$ cat config.mk
export PLATFORM = sky130hd
export DESIGN_NAME = byte_stuffed_frame_receiver_flat
export DESIGN_NICKNAME = d
export VERILOG_FILES = /design/src/bsfr_pkg.sv /design/src/bsfr_rx_if.sv /design/src/bsfr_res_if.sv /design/src/bsfr_in_stage.sv /design/src/bsfr_core.sv /design/src/byte_stuffed_frame_receiver.sv /design/src/flat_wrapper.sv
export SDC_FILE = /design/constraint.sdc
export NUM_CORES = 1
export LEC_CHECK = 0
export ABC_AREA = 1
export CAP_MARGIN = 40
export CORE_AREA = 2 2 92 94
export DETAILED_ROUTE_END_ITERATION = 6
export DIE_AREA = 0 0 94 96
export DONT_BUFFER_PORTS = 1
export SLEW_MARGIN = 20
export SYNTH_ARGS = -nofsm -noshare
export SYNTH_HDL_FRONTEND = slang
export SYNTH_SLANG_ARGS = --single-unit
$ cat constraint.sdc
create_clock -name clk_i -period 4.74 [get_ports clk_i]
set_input_delay 0.948 -clock clk_i [delete_from_list [all_inputs] [get_ports clk_i]]
set_output_delay 0.948 -clock clk_i [all_outputs]
set_load 0.01 [all_outputs]
$ cat src/bsfr_pkg.sv
package bsfr_pkg;

  localparam int unsigned ByteW   = 8;
  localparam int unsigned IdxW    = 9;
  localparam int unsigned HalfW   = 7;
  localparam int unsigned LenW    = 2 * HalfW;
  localparam int unsigned InitSize = 4;
  localparam int unsigned HdrBytes = 3;

  localparam logic [ByteW-1:0] StartByte  = 8'hF0;
  localparam logic [ByteW-1:0] EscapeByte = 8'hF1;
  localparam logic [ByteW-1:0] EscMask    = 8'h80;

  typedef struct packed {
    logic             valid;
    logic [ByteW-1:0] rx_byte;
  } bsfr_beat_t;

  typedef struct packed {
    logic             data_valid;
    logic [ByteW-1:0] data_byte;
    logic [IdxW-1:0]  byte_index;
    logic             frame_start;
    logic             frame_end;
  } bsfr_res_t;

endpackage

$ cat src/bsfr_rx_if.sv
interface bsfr_rx_if;
  logic                         valid;
  logic                         ready;
  logic [bsfr_pkg::ByteW-1:0]   rx_byte;

  modport source (output valid, output rx_byte, input ready);
  modport sink   (input valid, input rx_byte, output ready);
endinterface

$ cat src/bsfr_res_if.sv
interface bsfr_res_if;
  logic                         valid;
  logic                         ready;
  logic                         data_valid;
  logic [bsfr_pkg::ByteW-1:0]   data_byte;
  logic [bsfr_pkg::IdxW-1:0]    byte_index;
  logic                         frame_start;
  logic                         frame_end;

  modport source (output valid, output data_valid, output data_byte, output byte_index,
                  output frame_start, output frame_end, input ready);
  modport sink   (input valid, input data_valid, input data_byte, input byte_index,
                  input frame_start, input frame_end, output ready);
endinterface

$ cat src/bsfr_in_stage.sv
module bsfr_in_stage (
  input  logic                 clk_i,
  input  logic                 rst_ni,
  bsfr_rx_if.sink              rx,
  input  logic                 take_i,
  output bsfr_pkg::bsfr_beat_t beat_o
);
  import bsfr_pkg::*;

  logic             vld_q;
  logic [ByteW-1:0] byte_q;

  assign rx.ready = !vld_q || take_i;

  always_ff @(posedge clk_i or negedge rst_ni) begin
    if (!rst_ni) begin
      vld_q <= 1'b0;
    end else if (rx.valid && rx.ready) begin
      vld_q <= 1'b1;
    end else if (take_i) begin
      vld_q <= 1'b0;
    end
  end

  always_ff @(posedge clk_i) begin
    if (rx.valid && rx.ready) begin
      byte_q <= rx.rx_byte;
    end
  end

  assign beat_o.valid   = vld_q;
  assign beat_o.rx_byte = byte_q;

endmodule

$ cat src/bsfr_core.sv
module bsfr_core #(
  parameter int unsigned MAX_BODY = 256
) (
  input  logic                       clk_i,
  input  logic                       rst_ni,
  input  logic                       step_i,
  input  logic [bsfr_pkg::ByteW-1:0] rx_byte_i,
  output bsfr_pkg::bsfr_res_t        res_o
);
  import bsfr_pkg::*;

  localparam int unsigned CntW = $clog2(MAX_BODY + InitSize);

  logic             rcv_q, rcv_d;
  logic [CntW-1:0]  cnt_q, cnt_d;
  logic [CntW-1:0]  size_q, size_d;
  logic             esc_q, esc_d;
  logic [HalfW-1:0] lenlo_q, lenlo_d;

  logic             got2;
  logic [HalfW-1:0] lenhi;
  logic [ByteW-1:0] data;
  logic [LenW-1:0]  len;
  logic [LenW-1:0]  len_sat;

  always_comb begin
    rcv_d   = rcv_q;
    cnt_d   = cnt_q;
    size_d  = size_q;
    esc_d   = esc_q;
    lenlo_d = lenlo_q;
    res_o   = '0;
    got2    = 1'b0;
    lenhi   = '0;
    data    = '0;
    len     = '0;
    len_sat = '0;
    if (rx_byte_i == StartByte) begin
      rcv_d             = 1'b1;
      cnt_d             = '0;
      size_d            = CntW'(InitSize);
      esc_d             = 1'b0;
      res_o.frame_start = 1'b1;
    end
    if (rcv_d) begin
      if (cnt_d < size_d) begin
        if (rx_byte_i == EscapeByte) begin
          esc_d = 1'b1;
        end else begin
          data             = rx_byte_i | (esc_d ? EscMask : '0);
          res_o.data_valid = 1'b1;
          res_o.data_byte  = data;
          res_o.byte_index = IdxW'(cnt_d);
          if (cnt_d == CntW'(1)) begin
            lenlo_d = data[HalfW-1:0];
          end
          if (cnt_d == CntW'(2)) begin
            got2  = 1'b1;
            lenhi = data[HalfW-1:0];
          end
          cnt_d = cnt_d + CntW'(1);
          esc_d = 1'b0;
        end
      end
      if (cnt_d >= size_d) begin
        rcv_d           = 1'b0;
        cnt_d           = '0;
        res_o.frame_end = 1'b1;
      end else if (got2) begin
        len     = {lenhi, lenlo_d};
        len_sat = (len > LenW'(MAX_BODY)) ? LenW'(MAX_BODY) : len;
        size_d  = CntW'(len_sat) + CntW'(HdrBytes);
      end
    end
  end

  always_ff @(posedge clk_i or negedge rst_ni) begin
    if (!rst_ni) begin
      rcv_q   <= 1'b0;
      cnt_q   <= '0;
      size_q  <= CntW'(InitSize);
      esc_q   <= 1'b0;
      lenlo_q <= '0;
    end else if (step_i) begin
      rcv_q   <= rcv_d;
      cnt_q   <= cnt_d;
      size_q  <= size_d;
      esc_q   <= esc_d;
      lenlo_q <= lenlo_d;
    end
  end

`ifndef SYNTHESIS
  a_cnt_in_frame: assert property (@(posedge clk_i) disable iff (!rst_ni)
    cnt_q <= size_q) else $error("byte count beyond frame size");
  a_idle_cnt: assert property (@(posedge clk_i) disable iff (!rst_ni)
    !rcv_q |-> cnt_q == '0) else $error("count not cleared while idle");
  a_end_closes: assert property (@(posedge clk_i) disable iff (!rst_ni)
    step_i && res_o.frame_end |=> !rcv_q) else $error("frame still open after end");
  a_esc_bit: assert property (@(posedge clk_i) disable iff (!rst_ni)
    step_i && rcv_q && esc_q && res_o.data_valid && !res_o.frame_start
      |-> res_o.data_byte[ByteW-1]) else $error("escaped byte lost bit 7");
`endif

endmodule

$ cat src/byte_stuffed_frame_receiver.sv
// Channel  Dir  Payload                                              Role
// rx_i     in   rx_byte                                              raw line beat
// res_o    out  data_valid data_byte byte_index frame_start frame_end  one result per beat
//
// One result beat per input beat; a new beat is taken every cycle unless the result stalls.
// The path is the input register, then the decode and frame counter into the
// result register.
// Reset clears the frame state to idle (count 0, size 4, no escape) and empties both stages.
// A stalled result holds; the input register still takes a beat while the result is empty
// or being taken.
module byte_stuffed_frame_receiver #(
  parameter int unsigned MAX_BODY = 256
) (
  input  logic       clk_i,
  input  logic       rst_ni,
  bsfr_rx_if.sink    rx_i,
  bsfr_res_if.source res_o
);
  import bsfr_pkg::*;

  bsfr_beat_t beat;
  bsfr_res_t  res_d;
  bsfr_res_t  res_q;
  logic       out_vld_q;
  logic       take;
  logic       step;

  assign take = !out_vld_q || res_o.ready;
  assign step = beat.valid && take;

  bsfr_in_stage u_in (
    .clk_i  (clk_i),
    .rst_ni (rst_ni),
    .rx     (rx_i),
    .take_i (take),
    .beat_o (beat)
  );

  bsfr_core #(
    .MAX_BODY (MAX_BODY)
  ) u_core (
    .clk_i     (clk_i),
    .rst_ni    (rst_ni),
    .step_i    (step),
    .rx_byte_i (beat.rx_byte),
    .res_o     (res_d)
  );

  always_ff @(posedge clk_i or negedge rst_ni) begin
    if (!rst_ni) begin
      out_vld_q <= 1'b0;
    end else if (step) begin
      out_vld_q <= 1'b1;
    end else if (res_o.ready) begin
      out_vld_q <= 1'b0;
    end
  end

  always_ff @(posedge clk_i) begin
    if (step) begin
      res_q <= res_d;
    end
  end

  assign res_o.valid       = out_vld_q;
  assign res_o.data_valid  = res_q.data_valid;
  assign res_o.data_byte   = res_q.data_byte;
  assign res_o.byte_index  = res_q.byte_index;
  assign res_o.frame_start = res_q.frame_start;
  assign res_o.frame_end   = res_q.frame_end;

endmodule

$ cat src/flat_wrapper.sv
// flat-port wrapper written by rule: the top's interface ports become plain ports
module byte_stuffed_frame_receiver_flat import bsfr_pkg::*;
#(
  parameter int unsigned MAX_BODY = 256
)
  (clk_i, rst_ni, rx_i_valid, rx_i_rx_byte, rx_i_ready, res_o_valid, res_o_data_valid, res_o_data_byte, res_o_byte_index, res_o_frame_start, res_o_frame_end, res_o_ready);
  bsfr_rx_if rx_i_i ();
  bsfr_res_if res_o_i ();
  input  logic clk_i;
  input  logic rst_ni;
  input wire logic [$bits(rx_i_i.valid)-1:0] rx_i_valid;
  input wire logic [$bits(rx_i_i.rx_byte)-1:0] rx_i_rx_byte;
  output wire logic [$bits(rx_i_i.ready)-1:0] rx_i_ready;
  output wire logic [$bits(res_o_i.valid)-1:0] res_o_valid;
  output wire logic [$bits(res_o_i.data_valid)-1:0] res_o_data_valid;
  output wire logic [$bits(res_o_i.data_byte)-1:0] res_o_data_byte;
  output wire logic [$bits(res_o_i.byte_index)-1:0] res_o_byte_index;
  output wire logic [$bits(res_o_i.frame_start)-1:0] res_o_frame_start;
  output wire logic [$bits(res_o_i.frame_end)-1:0] res_o_frame_end;
  input wire logic [$bits(res_o_i.ready)-1:0] res_o_ready;
  assign rx_i_i.valid = rx_i_valid;
  assign rx_i_i.rx_byte = rx_i_rx_byte;
  assign rx_i_ready = rx_i_i.ready;
  assign res_o_valid = res_o_i.valid;
  assign res_o_data_valid = res_o_i.data_valid;
  assign res_o_data_byte = res_o_i.data_byte;
  assign res_o_byte_index = res_o_i.byte_index;
  assign res_o_frame_start = res_o_i.frame_start;
  assign res_o_frame_end = res_o_i.frame_end;
  assign res_o_i.ready = res_o_ready;
  byte_stuffed_frame_receiver #(.MAX_BODY(MAX_BODY)) u_core (.clk_i(clk_i), .rst_ni(rst_ni), .rx_i(rx_i_i), .res_o(res_o_i));
endmodule
Word-level counts from Yosys, hierarchy flattened. Cells that the tools add are included.

Register bits: 57. Bits of input ports: 12.

Reduce and logical (&&, ||, !) cells: 11. $lt $le $gt $ge: 3. Equality and inequality tests: 4. $add $sub $neg: 2. Bitwise logic cells: 3. Mux-type cells: 38.

Operators by type and width (number): $mux 9 (11); $mux 7 (8); $mux 18 (1); $mux 1 (17); $eq 8x8->1 const B (2); $gt 14x9->1 const B (1); $add 9x1->9 const B (1); $add 9x2->9 const B (1); $eq 9x1->1 const B (1); $eq 9x2->1 const B (1); $ge 9x9->1 (1); $lt 9x9->1 (1); $mux 8 (1); $or 8x8->8 (1); $reduce_and 2->1 (2); $reduce_bool 2->1 (2); $reduce_or 3->1 (1); $logic_and 1x1->1 (2); $logic_not 1->1 (2); $logic_or 1x1->1 (2); $not 1->1 (2).

Longest topological paths before layout.
Word-level depth: 14. Gate-level depth with buffers: 37. Depth with buffers taken out: 34.

Cells and area by module. A second synthesis with hierarchy kept.

Cells, all modules: 466. Area, all modules: 3669.8 um^2.

Modules (own cells, without submodules): bsfr_core (times used 1, area an instance 2731.4 um^2, cells each 425, sequential area each 676.9 um^2); byte_stuffed_frame_receiver (times used 1, area an instance 645.6 um^2, cells each 26, sequential area each 625.6 um^2); bsfr_in_stage (times used 1, area an instance 292.8 um^2, cells each 15, sequential area each 265.3 um^2).

Least setup slack after synthesis. Ideal clock, no wire load.

Path type: register -> register. Start point: reg u_core.u_in.byte_q[4]. End point: reg u_core.u_core.size_q[3]. Data required time: 4.595 ns. Setup time: 0.145 ns. Path buffers: 3. Arrival: 4.417 ns. Slack: 0.179 ns. Cell stages (with the launch flop): 30. Path through: edfxtp_1 > nand2_1 > nor2_2 > nand2_2 > buf_6 > clkbuf_1 > nand2_1 > ha_1 > a21oi_1 > nor2_1 > nor3b_1 > a21boi_2 > nand2_4 > buf_8 > nor2_4 > nand4_1 > nor3_1 > xor2_1 > inv_1 > ha_1 > a21oi_1 > nand2_1 > a21oi_1 > o21bai_1 > nor2_1 > inv_1 > nor2_1 > nand2_1 > o21ai_1 > o21ai_1.

Word-level cells in the longest chain between the ends: 13. Elaborated cells on any way between the ends: 32.

RTL lines: from (decl) (line bsfr_in_stage.sv:11) `logic [ByteW-1:0] byte_q;`; from (signal assigned) (line bsfr_in_stage.sv:27) `byte_q <= rx.rx_byte;`; parallel branches: the longest is 12 deep, another holds $gt 14x9->1; $mux 9 * (line bsfr_core.sv:45) `if (rcv_d) begin`; to (signal assigned) (line bsfr_core.sv:81) `size_q <= CntW'(InitSize);`; to (signal assigned) (line bsfr_core.sv:87) `size_q <= size_d;`; to (decl) (line bsfr_core.sv:16) `logic [CntW-1:0] size_q, size_d;`.

Every way passes the cells marked *. The select of a mux whose other input is x is not followed. A chain may end at the register's enable or synchronous reset.

Worst setup path in the final report.
Start point: reg u_core.u_in.byte_q[6]. End point: reg u_core.u_core.size_q[2].

The elaborated chain is that of the path after synthesis.

==> metrics <==
pin count of the biggest net entering global routing=30; post-route cell area=0.00407 sq mm; Final ANT Viol Nets=0; FMAX=220 MHz; Final Hold Vio Count=0; placed insts=533; area of placed instances=0.00369 sq mm; async set-reset flop share out of synthesis=50.9%; Clock transition at path regs=0.07 ns; Sequential cell area=0.00157 sq mm; Hold WC Path Type=input pin to async pin; Comb pwr share=17.3%; Psw=378 uW; DR pass1 iterations=5; num ports=34; global route overflow=0; CP max-delay cell=edfxtp_1; Post-Layout Cell Count=~560; Top FF cell, synth=edfxtp_1; TritonCTS Buffers=9; layout cell share with drive strength beyond 1=approximately a fifth; first-pass GRT wire length=13600 um; Internal Power=883 uW; clk_lat worst skew=0.35 ns; PortBufs=0; H-Tree Depth=3; Static Leak=1.94 nW; Sw Ratio=30.0%; synthesis-stage register bit count=57; FP Rows=33; Core Region=0.00805 sq mm; Setup Viol. Count Final=0; multi-input logic area=around 0.0017 sq mm; FILL cells=751; min Tclk post-route=4.55 ns; Tightest Pin Transition=0.747 ns; Worst slew margin=between 40% and 50%; Via-to-Cell Ratio=between 5 and 6; clock root cell=clkbuf_8; commonest cells in the synthesized netlist=nand2_1 (98), inv_1 (58), nor2_1 (39), dfrtp_1 (28), edfxtp_1 (28); CTS tree=yes; final net count=484; CP Buf/Inv Count=5; clk sinks=57; Detail Placement HPWL=5990 um; final hold slack=approximately 0.29 ns; Worst EP arrival=4.82 ns; power per standard cell area=310 mW/mm^2; register area share after synthesis=~45%; Die Y=96 um; period utilisation layout=95.9%; post-synthesis cell area=roughly 0.0035 sq mm; Setup crit end kind=flop; post-cts hold buffer count=0; # diodes=0; DP Worst Slack=-0.0606 ns; CP max stage delay=0.47 ns; Worst Skew=around 0.0097 ns; cell family with most CP delay=simple AND/OR/NAND/NOR gates; synthesized area per cell=8.30 sq um; WS Path Type=flop to flop; DRT iter0 DRCs=150; area leader, netlist=edfxtp_1; status=completed; Clock power frac=35.2%; Initial Utilization=43.5%; initial antenna violation count=0; Max-Cap Viols=0; Synth cell types=42; Synth Warn #=0; GRT Total Usage=19.9%; top-area cell type share of the netlist area=between 20 and 25%; sequential power share=47.5%; area growth from synthesis to layout=16.1%; top-count cell post-synth=nand2_1; drt total wl=8460 um; Avg WL per Cell=approximately 15 um; total chip power=1.26 mW; syn nets=~450; Slew Limit Fails=0; gate count of the mapped netlist=422; Synth area leaders=edfxtp_1 (24%), dfrtp_1 (20%), nand2_1 (11%); total vias in the final route=2866; VDD IR-drop max=0.149 mV; Most common cell on crit path=nand2_1; chip width=about 94 um; Final WS setup=0.194 ns; Post-synth EDFFs=28; worst-case clock buffer depth=2; gpl congestion=0.831; vias in the first global route=2763; startpoint types=flop; crit path max fanout=9; DIE AREA=~0.0090 sq mm; drt drc=0; WP data required=5.02 ns
## cell families (layout without fill, tap and decap cells)
family | after synthesis | after routing | synth area share (%)
AND/OR/NAND/NOR | 200 | 201 | 27.1
buffers and inverters | 77 | 111 | 8.79
AO/OA/AOI/OAI | 60 | 60 | 10.2
flip-flops | 57 | 57 | 44.8
adder cells (fa/ha/maj) | 20 | 20 | 7.15
XOR/XNOR | 8 | 8 | 2.00
## power groups by stage
stage	Combinational, mW	Clock, mW	Sequential [mW]
finish	0.218	0.444	0.599
floorplan	0.158	0	0.602
global placement	0.196	0	0.609
CTS	0.202	0.452	0.600
detailed placement	0.199	0	0.609
global route	0.247	0.471	0.604
## layout by cell type, fill, tap and decap left out, drive strengths merged
cell        n
nor4        2
ha         20
dfstp       1
nand3b      1
nor3        4
nand2     110
bufinv      1
nor2       45
buf        25
a22oi       1
xor2        8
inv        65
o21bai      1
a21boi      1
o31ai       1
clkinvlp    2
nor3b       1
o22ai       5
dfrtp      28
nand3      31
clkinv      8
nand4       5
a21oi      18
o21a        1
a21o        1
clkbuf     10
o21ai      28
a22o        2
edfxtp     28
or2         2
o211ai      1
## repair_timing
action / in CTS / in global routing
buffers inserted: 0 / 12
pin swaps: 0 / 9
setup endpoints to repair: 14 / 19
hold endpoints to repair: 0 / 0
gates cloned: 0 / 1
resized for setup: 2 / 20
## layout make-up
type / count / share of cell area (%)
Timing Repair Buffer: 25 / 4.61
Inverter: 70 / 6.49
Clock buffer: 10 / 3.14
Sequential cell: 57 / 38.5
Clock inverter: 6 / 1.45
Multi-Input combinational cell: 289 / 42.5
Tap cell: 105 / 3.23
## path summary, 6_finish.rpt
path / cells after the start / from / slack, ns / end
min in group clk_i: 2 / u_core.u_core.size_q[7] / 0.48 / u_core.u_core.size_q[7]
min: 0 / rst_ni / 0.29 / u_core.u_core.cnt_q[7]
max: 27 / u_core.u_in.byte_q[6] / 0.19 / u_core.u_core.size_q[2]
max in group asynchronous: 0 / rst_ni / 4.27 / u_core.u_core.size_q[2]
max reg2reg: 27 / u_core.u_in.byte_q[6] / 0.19 / u_core.u_core.size_q[2]
min reg2reg: 2 / u_core.u_core.size_q[7] / 0.48 / u_core.u_core.size_q[7]
## registers in the layout, indices dropped and copies added, names as in the netlist
signal,count
u_core.res_o.valid,1
u_core.res_o.frame_end,1
u_core.u_core.rcv_q,1
u_core.res_o.frame_start,1
u_core.u_in.vld_q,1
u_core.u_core.size_q,9
u_core.u_core.esc_q,1
u_core.u_core.cnt_q,9
u_core.res_o.byte_index,9
u_core.u_in.byte_q,8
u_core.res_o.data_valid,1
u_core.u_core.lenlo_q,7
u_core.res_o.data_byte,8
## worst register-to-register path, cell delays in order, from the launching register on
cell and delay [ns]:
edfxtp_1 0.47, nand2_1 0.15, nor2_4 0.06, nand2_4 0.13, clkinv_2 0.17, nor2_1 0.34, ha_1 0.33, nand4_1 0.10
nand2_1 0.05, clkinv_1 0.04, nand2_1 0.08, nand2_2 0.09, nand2_4 0.06, nor2_4 0.16, nand4_1 0.22, nor3_4 0.31
xor2_2 0.20, inv_1 0.06, ha_1 0.29, a21oi_1 0.15, nand2_1 0.07, a21oi_1 0.15, o21bai_2 0.10, nor2_2 0.13
inv_1 0.09, buf_4 0.17, o31ai_2 0.24, nand2_1 0.07
## metrics by stage
step	util [%]	setup TNS (ns)
2_1_floorplan	-	0
3_3_place_gp	45.8	0
3_5_place_dp	45.8	-0.260
4_1_cts	48.2	0
5_1_grt	50.5	-0.443
6_report	50.5	0
## metal layers
layer | wire length (um) | GRT usage [%] | vias up
met2 | 4060 | 32.7 | 78
li1 | - | - | 1439
met1 | 3830 | 25.4 | 1331
met3 | 357 | 3.84 | 18
met5 | 0 | 0 | -
met4 | 208 | 9.06 | 0
No activity file was read; power rests on OpenSTA's default activity.
